==> src/sv/gqg_pkg.sv <==
`timescale 1ns / 1ps
`default_nettype none

package gqg_pkg;

	// Layout constants.
	localparam int TAB_COLUMNS = 8;
	localparam int COORD_BITS  = 16;

	// Pen width, the working width of the coordinate arithmetic, and the
	// widths of the tab spacing and of the remainder unit.
	localparam int PW        = COORD_BITS;
	localparam int XW        = ((PW > 16) ? PW : 16) + 3;
	localparam int SPW       = $clog2(255 * TAB_COLUMNS + 1);
	localparam int DIV_STEPS = PW;
	localparam int DCW       = $clog2(DIV_STEPS + 1);

	localparam longint PEN_MAX_L = (longint'(1) <<< (PW - 1)) - 1;
	localparam longint PEN_MIN_L = -PEN_MAX_L - 1;
	localparam logic signed [XW-1:0] PEN_MAX_X = XW'(PEN_MAX_L);
	localparam logic signed [XW-1:0] PEN_MIN_X = XW'(PEN_MIN_L);
	localparam logic signed [XW-1:0] S16_MAX_X = XW'(32767);
	localparam logic signed [XW-1:0] S16_MIN_X = XW'(-32768);

	// Character codes.
	localparam logic [7:0] CH_TAB     = 8'd9;
	localparam logic [7:0] CH_NEWLINE = 8'd10;
	localparam logic [7:0] CH_SPACE   = 8'd32;

	// Vertex order TL, BR, BL, TL, TR, BR: bit k tells whether vertex k
	// sits on the right edge, and whether it sits on the bottom edge.
	localparam int         VK_W       = 3;
	localparam logic [VK_W-1:0] VK_LAST = 3'd5;
	localparam logic [5:0] VTX_RIGHT  = 6'b110010;
	localparam logic [5:0] VTX_BOTTOM = 6'b100110;

	// Configuration register indexes.
	typedef enum logic [1:0] {
		REG_ORIGIN_X      = 2'd0,
		REG_ORIGIN_Y      = 2'd1,
		REG_LINE_HEIGHT   = 2'd2,
		REG_SPACE_ADVANCE = 2'd3
	} reg_index_t;

	// Class of the captured character.
	typedef enum logic [1:0] {
		CC_GLYPH   = 2'd0,
		CC_TAB     = 2'd1,
		CC_NEWLINE = 2'd2,
		CC_SPACE   = 2'd3
	} char_class_t;

	// Commands from the controller to the datapath.
	typedef struct packed {
		logic            load;
		logic            geom;
		logic            div_init;
		logic            div_step;
		logic            tab_done;
		logic            newline;
		logic            space;
		logic            emit;
		logic            pen_adv;
		logic [VK_W-1:0] vtx_k;
	} gqg_cmd_t;

	// Status from the datapath to the controller.
	typedef struct packed {
		char_class_t cls;
		logic        spacing_zero;
	} gqg_sts_t;

	// Saturate a working value to the signed pen range.
	function automatic logic signed [PW-1:0] sat_pen(input logic signed [XW-1:0] v);
		logic signed [XW-1:0] r;
		r = v;
		if (v > PEN_MAX_X) r = PEN_MAX_X;
		if (v < PEN_MIN_X) r = PEN_MIN_X;
		return r[PW-1:0];
	endfunction

	// Saturate a working value to 16-bit signed.
	function automatic logic signed [15:0] sat16(input logic signed [XW-1:0] v);
		logic signed [XW-1:0] r;
		r = v;
		if (v > S16_MAX_X) r = S16_MAX_X;
		if (v < S16_MIN_X) r = S16_MIN_X;
		return r[15:0];
	endfunction

endpackage

`default_nettype wire

==> src/sv/text_glyph_quad_generator_unit.sv <==
`timescale 1ns / 1ps
`default_nettype none
// A printable character passes through accept, decode and six vertex beats, one vertex per beat, and
// each vertex beat waits while the receiver has not yet taken the previous vertex.
// Space, newline and a tab at zero spacing pass through accept and decode only; any other tab
// also runs the one bit per cycle remainder unit for the tab stop, then a final pen step.
// Reset is asynchronous and active low: pen at the origin reset value, counter zero, registers
// at their reset values, no vertex pending.

module text_glyph_quad_generator_unit (
	input  wire logic              clk,
	input  wire logic              arst_n,
	input  wire logic              cfg_we,
	input  wire logic [1:0]        cfg_index,
	input  wire logic [15:0]       cfg_wdata,
	input  wire logic              in_valid,
	output logic                   in_ready,
	input  wire logic              start_text,
	input  wire logic [7:0]        char_code,
	input  wire logic [7:0]        glyph_width,
	input  wire logic [7:0]        glyph_height,
	input  wire logic signed [7:0] glyph_descent,
	input  wire logic [7:0]        glyph_advance,
	input  wire logic [15:0]       uv_left,
	input  wire logic [15:0]       uv_right,
	input  wire logic [15:0]       uv_top,
	input  wire logic [15:0]       uv_bottom,
	output logic                   out_valid,
	input  wire logic              out_ready,
	output logic signed [15:0]     vert_x,
	output logic signed [15:0]     vert_y,
	output logic [15:0]            tex_u,
	output logic [15:0]            tex_v,
	output logic [15:0]            vertex_index,
	output logic                   last_of_quad
);
	import gqg_pkg::*;

	gqg_cmd_t cmd;
	gqg_sts_t sts;

	// Sequencer.
	gqg_ctrl u_ctrl (
		.clk       (clk),
		.arst_n    (arst_n),
		.in_valid  (in_valid),
		.in_ready  (in_ready),
		.out_valid (out_valid),
		.out_ready (out_ready),
		.sts       (sts),
		.cmd       (cmd)
	);

	// Pen, geometry and vertex datapath.
	gqg_datapath u_dp (
		.clk           (clk),
		.arst_n        (arst_n),
		.cmd           (cmd),
		.sts           (sts),
		.cfg_we        (cfg_we),
		.cfg_index     (cfg_index),
		.cfg_wdata     (cfg_wdata),
		.start_text    (start_text),
		.char_code     (char_code),
		.glyph_width   (glyph_width),
		.glyph_height  (glyph_height),
		.glyph_descent (glyph_descent),
		.glyph_advance (glyph_advance),
		.uv_left       (uv_left),
		.uv_right      (uv_right),
		.uv_top        (uv_top),
		.uv_bottom     (uv_bottom),
		.vert_x        (vert_x),
		.vert_y        (vert_y),
		.tex_u         (tex_u),
		.tex_v         (tex_v),
		.vertex_index  (vertex_index),
		.last_of_quad  (last_of_quad)
	);

endmodule

`default_nettype wire

==> src/sv/gqg_datapath.sv <==
`timescale 1ns / 1ps
`default_nettype none

module gqg_datapath (
	input  wire logic                 clk,
	input  wire logic                 arst_n,
	input  wire gqg_pkg::gqg_cmd_t    cmd,
	output gqg_pkg::gqg_sts_t         sts,
	input  wire logic                 cfg_we,
	input  wire logic [1:0]           cfg_index,
	input  wire logic [15:0]          cfg_wdata,
	input  wire logic                 start_text,
	input  wire logic [7:0]           char_code,
	input  wire logic [7:0]           glyph_width,
	input  wire logic [7:0]           glyph_height,
	input  wire logic signed [7:0]    glyph_descent,
	input  wire logic [7:0]           glyph_advance,
	input  wire logic [15:0]          uv_left,
	input  wire logic [15:0]          uv_right,
	input  wire logic [15:0]          uv_top,
	input  wire logic [15:0]          uv_bottom,
	output logic signed [15:0]        vert_x,
	output logic signed [15:0]        vert_y,
	output logic [15:0]               tex_u,
	output logic [15:0]               tex_v,
	output logic [15:0]               vertex_index,
	output logic                      last_of_quad
);
	import gqg_pkg::*;

	// Configuration registers.
	logic signed [15:0] origin_x_q, origin_y_q;
	logic [7:0]         line_height_q, space_advance_q;

	always_ff @(posedge clk or negedge arst_n) begin
		if (!arst_n) begin
			origin_x_q      <= '0;
			origin_y_q      <= '0;
			line_height_q   <= 8'd16;
			space_advance_q <= 8'd8;
		end else if (cfg_we) begin
			unique case (reg_index_t'(cfg_index))
				REG_ORIGIN_X:      origin_x_q      <= cfg_wdata;
				REG_ORIGIN_Y:      origin_y_q      <= cfg_wdata;
				REG_LINE_HEIGHT:   line_height_q   <= cfg_wdata[7:0];
				REG_SPACE_ADVANCE: space_advance_q <= cfg_wdata[7:0];
				default: ;
			endcase
		end
	end

	// Captured character beat.
	logic [7:0]        ch_q, gw_q, gh_q, ga_q;
	logic signed [7:0] gd_q;
	logic [15:0]       ul_q, ur_q, vt_q, vb_q;

	always_ff @(posedge clk) begin
		if (cmd.load) begin
			ch_q <= char_code;
			gw_q <= glyph_width;
			gh_q <= glyph_height;
			gd_q <= glyph_descent;
			ga_q <= glyph_advance;
			ul_q <= uv_left;
			ur_q <= uv_right;
			vt_q <= uv_top;
			vb_q <= uv_bottom;
		end
	end

	// Origin in pen range and tab spacing.
	logic signed [PW-1:0]  ox, oy;
	logic [SPW-1:0]        spacing;

	assign ox      = sat_pen(XW'(origin_x_q));
	assign oy      = sat_pen(XW'(origin_y_q));
	assign spacing = SPW'(space_advance_q * TAB_COLUMNS);

	// Character classification.
	always_comb begin
		case (ch_q)
			CH_TAB:     sts.cls = CC_TAB;
			CH_NEWLINE: sts.cls = CC_NEWLINE;
			CH_SPACE:   sts.cls = CC_SPACE;
			default:    sts.cls = CC_GLYPH;
		endcase
		sts.spacing_zero = (space_advance_q == 8'd0);
	end

	// Pen state and the working values derived from it.
	logic signed [PW-1:0] pen_x_q, pen_y_q;
	logic [15:0]          vcnt_q;
	logic signed [XW-1:0] px, py, col, r_x, t_y, b_y, nl_y, sp_x, tab_x;
	logic                 col_neg_q;
	logic [SPW-1:0]       rem_q;
	logic [DIV_STEPS-1:0] dvd_q;
	logic signed [PW-1:0] radv_q;

	assign px    = XW'(pen_x_q);
	assign py    = XW'(pen_y_q);
	assign col   = px - XW'(ox);
	assign r_x   = px + XW'($signed({1'b0, gw_q}));
	assign t_y   = py - XW'(gd_q);
	assign b_y   = t_y - XW'($signed({1'b0, gh_q}));
	assign nl_y  = py - XW'($signed({1'b0, line_height_q}));
	assign sp_x  = px + XW'($signed({1'b0, ga_q}));
	assign tab_x = col_neg_q
		? px + XW'($signed({1'b0, spacing})) + XW'($signed({1'b0, rem_q}))
		: px + XW'($signed({1'b0, spacing})) - XW'($signed({1'b0, rem_q}));

	// Restoring remainder step: one dividend bit per cycle.
	logic [SPW:0]   trial;
	logic [SPW-1:0] rem_n;
	logic signed [XW-1:0] col_abs;

	assign col_abs = col[XW-1] ? -col : col;
	assign trial   = {rem_q, dvd_q[DIV_STEPS-1]};
	assign rem_n   = (trial >= {1'b0, spacing}) ? SPW'(trial - {1'b0, spacing})
	                                            : trial[SPW-1:0];

	always_ff @(posedge clk) begin
		if (cmd.div_init) begin
			dvd_q     <= col_abs[DIV_STEPS-1:0];
			rem_q     <= '0;
			col_neg_q <= col[XW-1];
		end else if (cmd.div_step) begin
			dvd_q <= {dvd_q[DIV_STEPS-2:0], 1'b0};
			rem_q <= rem_n;
		end
	end

	// Quad corners, saturated once per glyph.
	logic signed [15:0] l16_q, r16_q, t16_q, b16_q;

	always_ff @(posedge clk) begin
		if (cmd.geom) begin
			l16_q  <= sat16(px);
			r16_q  <= sat16(r_x);
			t16_q  <= sat16(t_y);
			b16_q  <= sat16(b_y);
			radv_q <= sat_pen(r_x);
		end
	end

	// Pen and vertex counter updates.
	always_ff @(posedge clk or negedge arst_n) begin
		if (!arst_n) begin
			pen_x_q <= '0;
			pen_y_q <= '0;
			vcnt_q  <= '0;
		end else begin
			if (cmd.load && start_text) begin
				pen_x_q <= ox;
				pen_y_q <= oy;
				vcnt_q  <= '0;
			end
			if (cmd.tab_done) pen_x_q <= sat_pen(tab_x);
			if (cmd.newline) begin
				pen_x_q <= ox;
				pen_y_q <= sat_pen(nl_y);
			end
			if (cmd.space)   pen_x_q <= sat_pen(sp_x);
			if (cmd.pen_adv) pen_x_q <= radv_q;
			if (cmd.emit && (vcnt_q != 16'hFFFF)) vcnt_q <= vcnt_q + 16'd1;
		end
	end

	// Output beat register.
	logic is_right, is_bottom;

	assign is_right  = VTX_RIGHT[cmd.vtx_k];
	assign is_bottom = VTX_BOTTOM[cmd.vtx_k];

	always_ff @(posedge clk) begin
		if (cmd.emit) begin
			vert_x       <= is_right  ? r16_q : l16_q;
			vert_y       <= is_bottom ? b16_q : t16_q;
			tex_u        <= is_right  ? ur_q  : ul_q;
			tex_v        <= is_bottom ? vb_q  : vt_q;
			vertex_index <= vcnt_q;
			last_of_quad <= (cmd.vtx_k == VK_LAST);
		end
	end

endmodule

`default_nettype wire

==> src/sv/gqg_ctrl.sv <==
`timescale 1ns / 1ps
`default_nettype none

module gqg_ctrl (
	input  wire logic              clk,
	input  wire logic              arst_n,
	input  wire logic              in_valid,
	output logic                   in_ready,
	output logic                   out_valid,
	input  wire logic              out_ready,
	input  wire gqg_pkg::gqg_sts_t sts,
	output gqg_pkg::gqg_cmd_t      cmd
);
	import gqg_pkg::*;

	typedef enum logic [4:0] {
		ST_IDLE   = 5'b00001,
		ST_DECODE = 5'b00010,
		ST_DIV    = 5'b00100,
		ST_TAB    = 5'b01000,
		ST_EMIT   = 5'b10000
	} state_t;

	state_t          state_q, state_n;
	logic [VK_W-1:0] vtx_k_q, vtx_k_n;
	logic [DCW-1:0]  div_cnt_q, div_cnt_n;
	logic            out_valid_q, out_valid_n;
	logic            emit_ok;

	assign emit_ok   = !out_valid_q || out_ready;
	assign in_ready  = (state_q == ST_IDLE);
	assign out_valid = out_valid_q;

	// Sequencing of one character.
	always_comb begin
		state_n   = state_q;
		vtx_k_n   = vtx_k_q;
		div_cnt_n = div_cnt_q;
		cmd       = '0;
		cmd.vtx_k = vtx_k_q;
		unique case (state_q)
			ST_IDLE: begin
				if (in_valid) begin
					cmd.load = 1'b1;
					state_n  = ST_DECODE;
				end
			end
			ST_DECODE: begin
				case (sts.cls)
					CC_TAB: begin
						if (sts.spacing_zero) begin
							state_n = ST_IDLE;
						end else begin
							cmd.div_init = 1'b1;
							div_cnt_n    = DCW'(DIV_STEPS);
							state_n      = ST_DIV;
						end
					end
					CC_NEWLINE: begin
						cmd.newline = 1'b1;
						state_n     = ST_IDLE;
					end
					CC_SPACE: begin
						cmd.space = 1'b1;
						state_n   = ST_IDLE;
					end
					default: begin
						cmd.geom = 1'b1;
						vtx_k_n  = '0;
						state_n  = ST_EMIT;
					end
				endcase
			end
			ST_DIV: begin
				cmd.div_step = 1'b1;
				div_cnt_n    = div_cnt_q - DCW'(1);
				if (div_cnt_q == DCW'(1)) state_n = ST_TAB;
			end
			ST_TAB: begin
				cmd.tab_done = 1'b1;
				state_n      = ST_IDLE;
			end
			ST_EMIT: begin
				if (emit_ok) begin
					cmd.emit = 1'b1;
					if (vtx_k_q == VK_LAST) begin
						cmd.pen_adv = 1'b1;
						vtx_k_n     = '0;
						state_n     = ST_IDLE;
					end else begin
						vtx_k_n = vtx_k_q + VK_W'(1);
					end
				end
			end
			default: state_n = ST_IDLE;
		endcase
	end

	// Output beat valid flag.
	always_comb begin
		out_valid_n = out_valid_q;
		if (out_ready) out_valid_n = 1'b0;
		if (cmd.emit)  out_valid_n = 1'b1;
	end

	always_ff @(posedge clk or negedge arst_n) begin
		if (!arst_n) begin
			state_q     <= ST_IDLE;
			vtx_k_q     <= '0;
			div_cnt_q   <= '0;
			out_valid_q <= 1'b0;
		end else begin
			state_q     <= state_n;
			vtx_k_q     <= vtx_k_n;
			div_cnt_q   <= div_cnt_n;
			out_valid_q <= out_valid_n;
		end
	end

	// The vertex counter only moves inside a quad.
	a_vtx_k_idle: assert property (@(posedge clk) disable iff (!arst_n)
		(state_q != ST_EMIT) |-> (vtx_k_q == '0))
		else $error("vertex slot nonzero outside emission");

	// The remainder unit is drained before a new character is taken.
	a_div_idle: assert property (@(posedge clk) disable iff (!arst_n)
		in_ready |-> (div_cnt_q == '0))
		else $error("remainder steps pending while ready");

	// The sixth vertex ends the character.
	a_last_done: assert property (@(posedge clk) disable iff (!arst_n)
		(cmd.emit && (vtx_k_q == VK_LAST)) |=> (state_q == ST_IDLE))
		else $error("controller did not return to idle after a quad");

	// An emitted vertex is visible in the next cycle.
	a_emit_valid: assert property (@(posedge clk) disable iff (!arst_n)
		cmd.emit |=> out_valid_q)
		else $error("emitted vertex not presented");

endmodule

`default_nettype wire

==> config.mk <==
export PLATFORM = sky130hd
export DESIGN_NAME = text_glyph_quad_generator_unit
export DESIGN_NICKNAME = d
export VERILOG_FILES = /design/src/sv/gqg_pkg.sv /design/src/sv/text_glyph_quad_generator_unit.sv /design/src/sv/gqg_datapath.sv /design/src/sv/gqg_ctrl.sv
export SDC_FILE = /design/constraint.sdc
export NUM_CORES = 1
export LEC_CHECK = 0
export ABC_AREA = 1
export BUFFER_PORTS_ARGS = -buffer_cell sky130_fd_sc_hd__clkbuf_2
export CAP_MARGIN = 5
export CELL_PAD_IN_SITES_DETAIL_PLACEMENT = 2
export CELL_PAD_IN_SITES_GLOBAL_PLACEMENT = 2
export CORE_MARGIN = 4
export CORE_UTILIZATION = 40
export DETAILED_ROUTE_END_ITERATION = 10
export MAX_ROUTING_LAYER = met4
export PLACE_DENSITY_LB_ADDON = 0.12
export SLEW_MARGIN = 30
export SYNTH_ARGS = -nofsm -noshare
export SYNTH_HDL_FRONTEND = slang
export SYNTH_SLANG_ARGS = --single-unit
==> constraint.sdc <==
create_clock -name clk -period 15.16 [get_ports clk]
set_input_delay 3.032 -clock clk [delete_from_list [all_inputs] [get_ports clk]]
set_output_delay 3.032 -clock clk [all_outputs]
set_load 0.03 [all_outputs]
==> metrics.md <==
| Metric | Value |
|---|---|
| Outcome | `complete, no violations` |
| CTS buffer count | `45` |
| CTS tree | `done` |
| GRT met1 Usage | `33.2%` |
| Dpl cells | `3296` |
| RSZ-0062 raised after global routing | `no` |
| Setup bufs post-CTS | `0` |
| Clock Latency Late Sink | `0.60 ns` |
| Wire per inst | `23.4 um` |
| Post-synth top area cell | `edfxtp_1` |
| DP HPWL | `approximately 60000 um` |
| Port Buffer Count | `210` |
| Clock Skew | `0.0290 ns` |
| Total GRT Usage | `between 20% and 30%` |
| Post-synthesis xor/xnor area fraction | `4.65%` |
| Vias | `18157` |
| Compound-Gate Fraction of Synth Area | `roughly 8.3%` |
| Clk pin slew, worst setup/hold paths | `roughly 0.060 ns` |
| Largest net degree at the start of global routing | `74` |
| Max Buffers Root-to-Sink | `3` |
| Mapped Avg Cell Area | `8.92 um2` |
| Tcrit/Tclk final | `37.2%` |
| Layout cells sized above 1 | `between 15 and 20%` |
| Root buffer cell | `clkbuf_16` |
| Post-layout min period | `5.64 ns` |
| Post-Route WL | `between 70000 and 80000 um` |
| Largest family of logic cells by synthesized area | `simple AND/OR/NAND/NOR gates` |
| Seq/Total Area, Yosys | `50.2%` |
| Largest cells by area after synthesis | `edfxtp_1, dfrtp_1, nand2_1` |
| Die ar. | `0.0584 mm2` |
| Final TNS setup | `0 ns` |
| Die Wd | `242 um` |
| Most common cell after layout, fill and taps aside | `nand2_1` |
| Rel. slew slack | `31.5%` |
| Area delta synth->final | `15.2%` |
| Ys flop type | `edfxtp_1` |
| DRC violation count after routing | `0` |
| I/O pins | `211` |
| GP Congestion | `0.877` |
| Initial antenna violation count | `1` |
| Initial DRC Count | `1016` |
| Drt pass-1 iters | `5` |
| Worst setup SP type | `primary input` |
| Post-Syn Nets | `2689` |
| Layout Nets | `2889` |
| Commonest non-fill, non-tap cells in the layout | `nand2_1, inv_1, edfxtp_1` |
| Post-synthesis async set-or-reset flop share | `28.4%` |
| Fin util | `46.6%` |
| N_diodes | `0` |
| Post-CTS Hold Fix Bufs | `0` |
| Met3 Use GR | `3.62%` |
| Post-Synth Adder-Cell Area | `6.78%` |
| Resize count post-CTS | `0` |
| CP Max Fanout | `65` |
| Synth Warn # | `0` |
| Pwr/cell area | `240 mW/mm2` |
| CP Capture Type | `register` |
| Vias in the first global route | `19992` |
| Leak | `11.7 nW` |
| Total power | `6.03 mW` |
| Hold Fails Final Rpt | `0` |
| Vias/cell | `5.37` |
| Starting Density | `40.5%` |
| Mux cell area share after synthesis | `2.57%` |
| First-pass GRT wire length | `121000 um` |
| Worst-margin pin slew | `slightly above 1 ns` |
| Hold crit path type | `reg2reg` |
| Max-cap violations | `0` |
| Setup violators final | `0` |
| Worst Path Required | `15.60 ns` |
| Synth Instances | `between 2000 and 2500` |
| Worst Path Arrival | `6.08 ns` |
| Core area | `0.0539 mm2` |
| Post-synthesis cell type count | `54` |
| Filler cell count | `~6000` |
| Final ANT Viol Nets | `0` |
| Area share of the largest cell type after synthesis | `36.6%` |
| Grt ovf | `0` |
| Clock Sink Count | `between 300 and 400` |
| Highest clock rate | `around 0.18 GHz` |
| GRT met2 Usage | `47.6%` |
| Max Slew Vio Count | `0` |
| Flops & latches, synth | `between 300 and 400` |
| Post-Synth Simple-Gate Area | `20.4%` |
| CP Class | `in2reg` |
| Die height | `roughly 240 um` |
| Std-Cell Rows | `85` |
| Number of H-tree levels | `2` |
| Cell area after synthesis | `0.0218 mm2` |
| EDFF count, synth | `approximately 270` |
| Most Used Layer, Global Route | `met2` |
| Final std cells w/o fill | `about 3400` |
| Worst VDD drop | `a little under 0.0001 V` |
-- stage by stage --
stage / cell area, um2 / worst slack [ns] / hold WS [ns]
finish: 25200 / 9.52 / 0.484
global route: 25200 / 9.33 / 0.512
floorplan: 21800 / 6.08 / 0.447
detailed placement: 23600 / 9.09 / 0.468
global placement: 23600 / 9.30 / 0.466
CTS: 25100 / 9.56 / 0.483
-- worst paths after layout --
kind / from / to / slack [ns] / cells after the start
max in group asynchronous: arst_n / u_dp.vcnt_q[13]$_DFFE_PN0P_ / 11.51 / 2
worst min register to register: u_dp.origin_y_q[0]$_DFFE_PN0P_ / u_dp.origin_y_q[0]$_DFFE_PN0P_ / 0.48 / 2
min in group asynchronous: arst_n / u_dp.pen_x_q[13]$_DFFE_PN0P_ / 2.47 / 1
worst min-delay path: u_dp.origin_y_q[0]$_DFFE_PN0P_ / u_dp.origin_y_q[0]$_DFFE_PN0P_ / 0.48 / 2
worst max register to register: u_dp.pen_x_q[3]$_DFFE_PN0P_ / u_dp.pen_x_q[3]$_DFFE_PN0P_ / 9.95 / 29
worst max-delay path: out_ready / u_dp.vcnt_q[11]$_DFFE_PN0P_ / 9.52 / 7
-- Yosys cell counts, types with 14 or more instances --
| master | number |
|---|---|
| nand3_1 | 129 |
| nor2_1 | 142 |
| o21ai_0 | 138 |
| clkbuf_1 | 46 |
| ha_1 | 104 |
| mux2_2 | 49 |
| dfrtp_1 | 107 |
| a31oi_1 | 17 |
| nand2_1 | 655 |
| a21oi_1 | 146 |
| inv_1 | 321 |
| xnor2_1 | 30 |
| nand4_1 | 25 |
| nor3_1 | 14 |
| buf_2 | 15 |
| nand2_2 | 24 |
| xor2_1 | 81 |
| edfxtp_1 | 266 |
-- routing by layer --
layer | share of wire (%) | wire length [um]
met3 | 3.9 | 3050
met4 | 2.8 | 2220
met5 | 0 | 0
met1 | 43 | 33800
met2 | 51 | 40100
-- cell families after synthesis --
family,after synthesis
buf+inv,401
xor+xnor,113
flops,387
mux,50
simple gates,1044
compound gates,340
fa+ha+maj,113
-- worst max-delay path: stages --
cell and delay [ns]:
clkbuf_2 0.09, nor2_1 0.09, nor2_4 0.49, buf_4 0.82, nand2_1 0.72, nand2_1 0.58
o21ai_0 0.20
-- cell type report --
class / instances / area [um2] / area share [%]
sequential: 387 / 11000 / 43.6
multi-input combinational: 1660 / 9380 / 37.3
inverter: 331 / 1240 / 4.94
timing repair buffer: 223 / 1200 / 4.77
clock buffer: 58 / 1190 / 4.75
tap: 696 / 871 / 3.46
clock inverter: 26 / 300 / 1.19
-- where the power goes --
part,internal [mW],switching (mW),total [mW]
Combinational,1.01,2.15,3.16
Clock,0.649,0.481,1.13
Sequential,1.51,0.232,1.75
Power figures use the tool's default switching activity.
